<file path="src/packet_receiver_crc16_retx_check_assert.svh">
// ----------------------------------------------------------------------------
// Assertion macros for the packet receiver
// Shorthand for clocked, reset-qualified concurrent checks
// ----------------------------------------------------------------------------
`ifndef PACKET_RECEIVER_CRC16_RETX_CHECK_ASSERT_SVH
`define PACKET_RECEIVER_CRC16_RETX_CHECK_ASSERT_SVH

// same-cycle implication
`define PRC_ASSERT_NOW(lbl, ante, cons, msg) \
  lbl: assert property (@(posedge clk_i) disable iff (!rst_ni) (ante) |-> (cons)) else $error(msg);

// next-cycle implication
`define PRC_ASSERT_NEXT(lbl, ante, cons, msg) \
  lbl: assert property (@(posedge clk_i) disable iff (!rst_ni) (ante) |=> (cons)) else $error(msg);

`endif

</file>
<file path="src/prc_pkg.sv">
// ----------------------------------------------------------------------------
// Packet receiver package
// Types, register map, reset values and the byte-wide CRC-16/XMODEM update
// ----------------------------------------------------------------------------
package prc_pkg;

  // framing defaults
  localparam int unsigned PayloadBytesDefault = 29;

  // crc polynomial, init is zero
  localparam logic [15:0] CrcPoly = 16'h1021;

  // metadata length field of a retransmit request
  localparam logic [4:0] RetxLength = 5'd1;

  // register map (word index)
  localparam int unsigned AddrWidth = 4;
  localparam logic [1:0] RegCtrlType  = 2'd0;
  localparam logic [1:0] RegRetxOp    = 2'd1;
  localparam logic [1:0] RegPadValue  = 2'd2;

  // register reset values
  localparam logic [2:0] CtrlTypeReset = 3'd0;
  localparam logic [7:0] RetxOpReset   = 8'd0;
  localparam logic [7:0] PadValueReset = 8'hFF;

  // framing phase
  typedef enum logic [1:0] {
    PH_META    = 2'd0,
    PH_PAYLOAD = 2'd1,
    PH_CRC     = 2'd2
  } phase_e;

  // reported event
  typedef enum logic [1:0] {
    EV_NONE    = 2'd0,
    EV_DATA    = 2'd1,
    EV_CRC_ERR = 2'd2,
    EV_RETX    = 2'd3
  } event_e;

  // one byte through the msb-first crc shift register
  function automatic logic [15:0] crc16_add(input logic [15:0] crc, input logic [7:0] b);
    logic [15:0] c;
    c = crc ^ {b, 8'h00};
    for (int i = 0; i < 8; i++) begin
      if (c[15]) begin
        c = {c[14:0], 1'b0} ^ CrcPoly;
      end else begin
        c = {c[14:0], 1'b0};
      end
    end
    return c;
  endfunction

endpackage

</file>
<file path="src/packet_receiver_crc16_retx_check.sv">
// ----------------------------------------------------------------------------
// Fixed-length packet receiver with CRC-16/XMODEM check
// Frames metadata, payload and crc bytes, reports data, crc error or retx
// ----------------------------------------------------------------------------
// Each accepted byte produces a result word, registered together with the
// framing state. Throughput: one byte per cycle while the result register is
// free or draining; the byte-wide crc update feeds the framing state registers.
// Reset (rst_ni low, asynchronous): framing restarts at the metadata byte,
// registers return to defaults and the result register empties.
module packet_receiver_crc16_retx_check #(
  parameter int unsigned PayloadBytes = prc_pkg::PayloadBytesDefault
) (
  input  logic                           clk_i,
  input  logic                           rst_ni,
  // received byte channel
  input  logic                           in_valid_i,
  output logic                           in_ready_o,
  input  logic [7:0]                     rx_byte_i,
  // result channel
  output logic                           out_valid_o,
  input  logic                           out_ready_i,
  output logic [1:0]                     event_res_o,
  output logic [2:0]                     packet_type_o,
  output logic [4:0]                     packet_length_o,
  // register port
  input  logic                           psel,
  input  logic                           penable,
  input  logic                           pwrite,
  input  logic [prc_pkg::AddrWidth-1:0]  paddr,
  input  logic [31:0]                    pwdata,
  output logic [31:0]                    prdata,
  output logic                           pready
);
  import prc_pkg::*;

  localparam int unsigned IdxW = $clog2(PayloadBytes);
  localparam logic [IdxW-1:0] LastIdx = IdxW'(PayloadBytes - 1);

  // configuration registers
  logic [2:0] ctrl_type_q;
  logic [7:0] retx_op_q;
  logic [7:0] pad_value_q;
  logic       cfg_write;
  logic [1:0] cfg_index;

  // framing state
  phase_e          phase_q, phase_d;
  logic [IdxW-1:0] idx_q, idx_d;
  logic [15:0]     crc_q, crc_d;
  logic [7:0]      crc_low_q, crc_low_d;
  logic [7:0]      header_q, header_d;
  logic            match_q, match_d;

  // result register
  logic       out_valid_q;
  event_e     event_q, event_d;
  logic [2:0] type_q, type_d;
  logic [4:0] length_q, length_d;

  logic       in_accept;
  logic [7:0] want_byte;

  // register port
  assign pready    = 1'b1;
  assign cfg_index = paddr[3:2];
  assign cfg_write = psel && penable && pwrite;

  always_ff @(posedge clk_i or negedge rst_ni) begin
    if (!rst_ni) begin
      ctrl_type_q <= CtrlTypeReset;
      retx_op_q   <= RetxOpReset;
      pad_value_q <= PadValueReset;
    end else if (cfg_write) begin
      case (cfg_index)
        RegCtrlType: ctrl_type_q <= pwdata[2:0];
        RegRetxOp:   retx_op_q   <= pwdata[7:0];
        RegPadValue: pad_value_q <= pwdata[7:0];
        default: ;
      endcase
    end
  end

  // register readback
  always_comb begin
    case (cfg_index)
      RegCtrlType: prdata = {29'd0, ctrl_type_q};
      RegRetxOp:   prdata = {24'd0, retx_op_q};
      RegPadValue: prdata = {24'd0, pad_value_q};
      default:     prdata = 32'd0;
    endcase
  end

  // a byte enters when the result register is free or draining
  assign in_ready_o = !out_valid_q || out_ready_i;
  assign in_accept  = in_valid_i && in_ready_o;

  // expected byte of a retransmit request payload
  assign want_byte = (idx_q == '0) ? retx_op_q : pad_value_q;

  // per-byte framing step
  always_comb begin
    phase_d   = phase_q;
    idx_d     = idx_q;
    crc_d     = crc_q;
    crc_low_d = crc_low_q;
    header_d  = header_q;
    match_d   = match_q;
    event_d   = EV_NONE;
    type_d    = 3'd0;
    length_d  = 5'd0;
    case (phase_q)
      PH_PAYLOAD: begin
        crc_d = crc16_add(crc_q, rx_byte_i);
        if (rx_byte_i != want_byte) begin
          match_d = 1'b0;
        end
        if (idx_q == LastIdx) begin
          idx_d   = '0;
          phase_d = PH_CRC;
        end else begin
          idx_d = IdxW'(idx_q + 1'b1);
        end
      end
      PH_CRC: begin
        if (idx_q == '0) begin
          crc_low_d = rx_byte_i;
          idx_d     = IdxW'(1);
        end else begin
          if ({rx_byte_i, crc_low_q} != crc_q) begin
            event_d = EV_CRC_ERR;
          end else if (match_q) begin
            event_d = EV_RETX;
          end else begin
            event_d = EV_DATA;
          end
          type_d   = header_q[7:5];
          length_d = header_q[4:0];
          idx_d    = '0;
          phase_d  = PH_META;
        end
      end
      default: begin
        // metadata byte, also taken for the unused phase code
        header_d = rx_byte_i;
        crc_d    = crc16_add(16'h0000, rx_byte_i);
        match_d  = (rx_byte_i == {ctrl_type_q, RetxLength});
        idx_d    = '0;
        phase_d  = PH_PAYLOAD;
      end
    endcase
  end

  // framing state registers
  always_ff @(posedge clk_i or negedge rst_ni) begin
    if (!rst_ni) begin
      phase_q   <= PH_META;
      idx_q     <= '0;
      crc_q     <= 16'h0000;
      crc_low_q <= 8'h00;
      header_q  <= 8'h00;
      match_q   <= 1'b1;
    end else if (in_accept) begin
      phase_q   <= phase_d;
      idx_q     <= idx_d;
      crc_q     <= crc_d;
      crc_low_q <= crc_low_d;
      header_q  <= header_d;
      match_q   <= match_d;
    end
  end

  // result valid flag
  always_ff @(posedge clk_i or negedge rst_ni) begin
    if (!rst_ni) begin
      out_valid_q <= 1'b0;
    end else if (in_accept) begin
      out_valid_q <= 1'b1;
    end else if (out_ready_i) begin
      out_valid_q <= 1'b0;
    end
  end

  // result word
  always_ff @(posedge clk_i) begin
    if (in_accept) begin
      event_q  <= event_d;
      type_q   <= type_d;
      length_q <= length_d;
    end
  end

  assign out_valid_o     = out_valid_q;
  assign event_res_o     = event_q;
  assign packet_type_o   = type_q;
  assign packet_length_o = length_q;

  // checks
  `include "packet_receiver_crc16_retx_check_assert.svh"

  `PRC_ASSERT_NOW(a_none_fields_zero, out_valid_o && (event_q == EV_NONE), (packet_type_o == 3'd0) && (packet_length_o == 5'd0), "fields set without an event")
  `PRC_ASSERT_NEXT(a_crc_end_reports, in_accept && (phase_q == PH_CRC) && (idx_q != '0), out_valid_o && (event_q != EV_NONE), "packet end gave no event")
  `PRC_ASSERT_NEXT(a_payload_silent, in_accept && (phase_q == PH_PAYLOAD), out_valid_o && (event_q == EV_NONE), "event inside payload")
  `PRC_ASSERT_NOW(a_crc_idx_range, phase_q == PH_CRC, idx_q <= IdxW'(1), "crc byte index out of range")

endmodule

</file>
<file path="config.mk">
export PLATFORM = sky130hd
export DESIGN_NAME = packet_receiver_crc16_retx_check
export DESIGN_NICKNAME = d
export VERILOG_FILES = /design/src/prc_pkg.sv /design/src/packet_receiver_crc16_retx_check.sv
export VERILOG_INCLUDE_DIRS = /design/src /design/src/src
export SDC_FILE = /design/constraint.sdc
export NUM_CORES = 1
export LEC_CHECK = 0
export BUFFER_PORTS_ARGS = -buffer_cell sky130_fd_sc_hd__buf_2
export CAP_MARGIN = 20
export CORE_MARGIN = 1.5
export CORE_UTILIZATION = 45
export CTS_BUF_LIST = sky130_fd_sc_hd__clkbuf_4
export DETAILED_ROUTE_END_ITERATION = 8
export HOLD_SLACK_MARGIN = 0.1
export PLACE_DENSITY = 0.79
export SYNTH_ARGS = -nofsm -noshare
export SYNTH_HDL_FRONTEND = slang
export SYNTH_SLANG_ARGS = --single-unit
</file>
<file path="constraint.sdc">
create_clock -name clk_i -period 3.2 [get_ports clk_i]
set_input_delay 0.96 -clock clk_i [delete_from_list [all_inputs] [get_ports clk_i]]
set_output_delay 0.96 -clock clk_i [all_outputs]
set_load 0.01 [all_outputs]
</file>
==> Flow_metrics.wiki <==
{| class="wikitable"
! Metric !! Value
|-
| Clock root buffer || clkbuf_4
|-
| CTS clk-pin slew, worst paths || 120 ps
|-
| Drt total wl || 8470 um
|-
| Std cell rows || 34
|-
| GRT overflow || 0
|-
| Pre-CTS setup slack || 369 ps
|-
| Total Power Consumption || 3.30 mW
|-
| Largest cells by area after synthesis || dfrtp_1 31%, xor2_1 8.7%, mux2_2 7.7%, edfxtp_1 7.3%, dfstp_2 5.8%
|-
| Initial DRC Count || 166
|-
| Gate count of the mapped netlist || 413
|-
| Sw Pwr || 1.30 mW
|-
| Via count of the routed design || 2978
|-
| DRC violation count after routing || 2
|-
| Count of pins over their slew limit || 0
|-
| Relative slew slack || 38.0%
|-
| TritonRoute pass-1 iters || 8
|-
| Yosys top cell by area || dfrtp_1
|-
| Antenna violations before repair || 0
|-
| Worst Setup Start Kind || input pin
|-
| Number of buffers added on ports || 44
|-
| Routability Congestion || 0.822
|-
| Sequential cell area fraction in the yosys report || 44.1%
|-
| Clock latency reported for the late side of the worst-skew pair || 430 ps
|-
| Die width || 98.6 um
|-
| Netlist area before placement || 4110 um^2
|-
| Outcome || complete, but fails checks
|-
| I/O pins || 96
|-
| Biggest fanout along the worst timing path || 8
|-
| Placeable Area || 8810 um^2
|-
| Clock sinks || 70
|-
| Sequential fraction of design power || 43.4%
|-
| Final critical delay including setup and external delays || 2840 ps
|-
| Final Net Count || 499
|-
| Dpl hpwl || 6110 um
|-
| Static leakage power || 2.03 nW
|-
| Peak supply drop || 343 uV
|-
| Setup repair after global routing missed its margin || false
|-
| Maximum number of pins on one net before global-route repair || 29
|-
| Synthesized flop and latch total || 70
|-
| Warnings, synthesis || 0
|-
| Number of buffers added for setup after CTS || 0
|-
| Total of max-cap violations || 0
|-
| Antenna fix cells || 0
|-
| Min-delay worst type || in -> async
|-
| Die Y || 98.6 um
|-
| Kind of capture point of the worst setup path || output port
|-
| Via count of the first global-routing pass || 2908
|-
| Final count of negative-setup-slack endpoints || 0
|-
| Portion of total power attributed to combinational logic || 39.4%
|-
| Fraction of registers with async set or reset after synthesis || 85.7%
|-
| Overall Global Routing Usage || 18.6%
|-
| Number of buffers inserted for hold repair after clock tree synthesis || 0
|-
| Crit path arrival time || 1880 ps
|-
| Predominant post-synthesis flop cell || dfrtp_1
|-
| Total negative slack for setup checks || 0 ps
|-
| Final Hold Viols || 0
|-
| Clk network pwr share || 17.2%
|-
| Number of synthesized flops with an enable pin || 10
|-
| Synth-to-layout area growth || 7.18%
|-
| Smallest setup slack after layout || 362 ps
|-
| Count of antenna-violating nets left after detailed routing || 0
|-
| Final period utilization || 88.7%
|-
| Crit path required time || 2240 ps
|-
| Maximum operating frequency || 352 MHz
|-
| WL/cell || 15.2 um
|-
| Category of the most critical setup path || in -> out
|-
| Fraction of post-synthesis cell area in the top cell type by area || 31.1%
|-
| Maximum clock skew at final layout || 21.6 ps
|-
| Total power divided by cell area || 750 nW/um^2
|-
| Library cells used by synthesis || 49
|-
| Top cell types by occurrence after synthesis || 55 x nand2_1, 51 x dfrtp_1, 41 x xor2_1, 36 x o21ai_0, 28 x mux2_2
|-
| Routed vias/inst || 5.35
|-
| Wire length of the first global-routing pass || 14300 um
|-
| Most instantiated library cell after synthesis || nand2_1
|-
| Area of the die || 9720 um^2
|-
| Design internal power || 2.01 mW
|-
| Share of post-route cells with drive strength above 1 || 23.8%
|-
| Resize count post-CTS || 0
|-
| Number of CTS-inserted buffers || 9
|-
| Failing checks || design-rule violations
|-
| TritonCTS clock tree || done
|-
| Maximum buffer depth of the clock tree || 2
|-
| Average cell area after synthesis || 9.95 um^2
|-
| Switching part of the total power || 39.2%
|-
| Initial Utilization || 46.7%
|-
| Depth of the CTS H-tree || 3
|-
| Transition time at the pin with the least slew margin || 931 ps
|}
## worst paths after layout
kind | startpoint | endpoint | slack [ps] | depth (start not counted)
max in group asynchronous | rst_ni | match_q$_DFFE_PN1P_ | 2040 | 2
hold reg to reg | header_q[1]$_DFFE_PN0P_ | header_q[1]$_DFFE_PN0P_ | 480 | 2
min in group clk_i | header_q[1]$_DFFE_PN0P_ | header_q[1]$_DFFE_PN0P_ | 480 | 2
setup / recovery | paddr[2] | prdata[4] | 360 | 4
hold / removal | rst_ni | retx_op_q[4]$_DFFE_PN0P_ | 410 | 1
setup reg to reg | idx_q[0]$_DFFE_PN0P_ | match_q$_DFFE_PN1P_ | 960 | 8
## power by group through the flow
stage,Clock (mW),Sequential (mW),Combinational (mW)
finish,0.567,1.43,1.30
CTS,0.575,1.43,1.31
global placement,0,1.42,1.24
floorplan,0,1.31,1.21
global route,0.621,1.47,1.46
detailed placement,0,1.45,1.30
## cell usage in the layout (no fill, tap or decap), types with 3 or more instances in the layout
cell and count:
o21ai_0 36, buf_4 6, nand4_1 3, buf_2 44
mux2i_1 3, xor2_1 41, nor2_1 8, clkbuf_4 10
ha_1 4, xnor2_1 21, nand2_1 55, and3_1 8
o22ai_1 5, edfxtp_1 10, conb_1 25, nand3_1 8
inv_1 13, a21oi_1 9, dfrtp_1 51, mux2_2 28
dfstp_2 9, nor3_1 4, a22o_1 5, nor4_1 7
nand2b_1 4
## flip-flops by register name (all words and copies together) (netlist names), 3 cells and up
register / flops
packet_length_o: 5
retx_op_q: 8
ctrl_type_q: 3
pad_value_q: 8
crc_low_q: 8
packet_type_o: 3
crc_q: 16
idx_q: 5
header_q: 8
## layout make-up
cell class | instances | area [um^2]
Clock inverter | 6 | 62.6
Timing Repair Buffer | 50 | 265
Multi-Input combinational cell | 298 | 1980
Clock buffer | 10 | 75.1
Sequential cell | 70 | 1810
Fill cell | 773 | 4400
Inverter | 15 | 70.1
Tap cell | 108 | 135
## layer usage
layer	routed length (um)	GRT usage, %	up-vias
met5	0	0	-
met2	4260	31.8	78
met4	112	5.27	0
met3	477	5.39	13
met1	3620	23.0	1463
li1	-	-	1424
## cell families (layout without fill, tap and decap cells)
group,after synthesis,after routing,share of synthesized area (%)
other,2,25,0.183
buffers and inverters,68,81,9.71
XOR/XNOR,62,62,13.2
AND/OR/NAND/NOR,106,106,12.8
adder cells (fa/ha/maj),4,4,1.22
AO/OA/AOI/OAI,70,70,10.4
multiplexers,31,31,8.40
flip-flops,70,70,44.1
## stage by stage
step / cells / hold slack, ps / cell area, um^2 / util, %
2_1_floorplan: 436 / 442 / 4200 / -
3_3_place_gp: 541 / 460 / 4270 / 48.5
3_5_place_dp: 541 / 467 / 4270 / 48.5
4_1_cts: 557 / 397 / 4410 / 50.0
5_1_grt: 557 / 400 / 4410 / 50.0
6_report: 557 / 413 / 4410 / 50.0
## worst max-delay path: stages
cell     delay [ps]
buf_2           180
nor2b_1         380
a22o_1          220
buf_2           130
No activity file was read; power rests on OpenSTA's default activity.
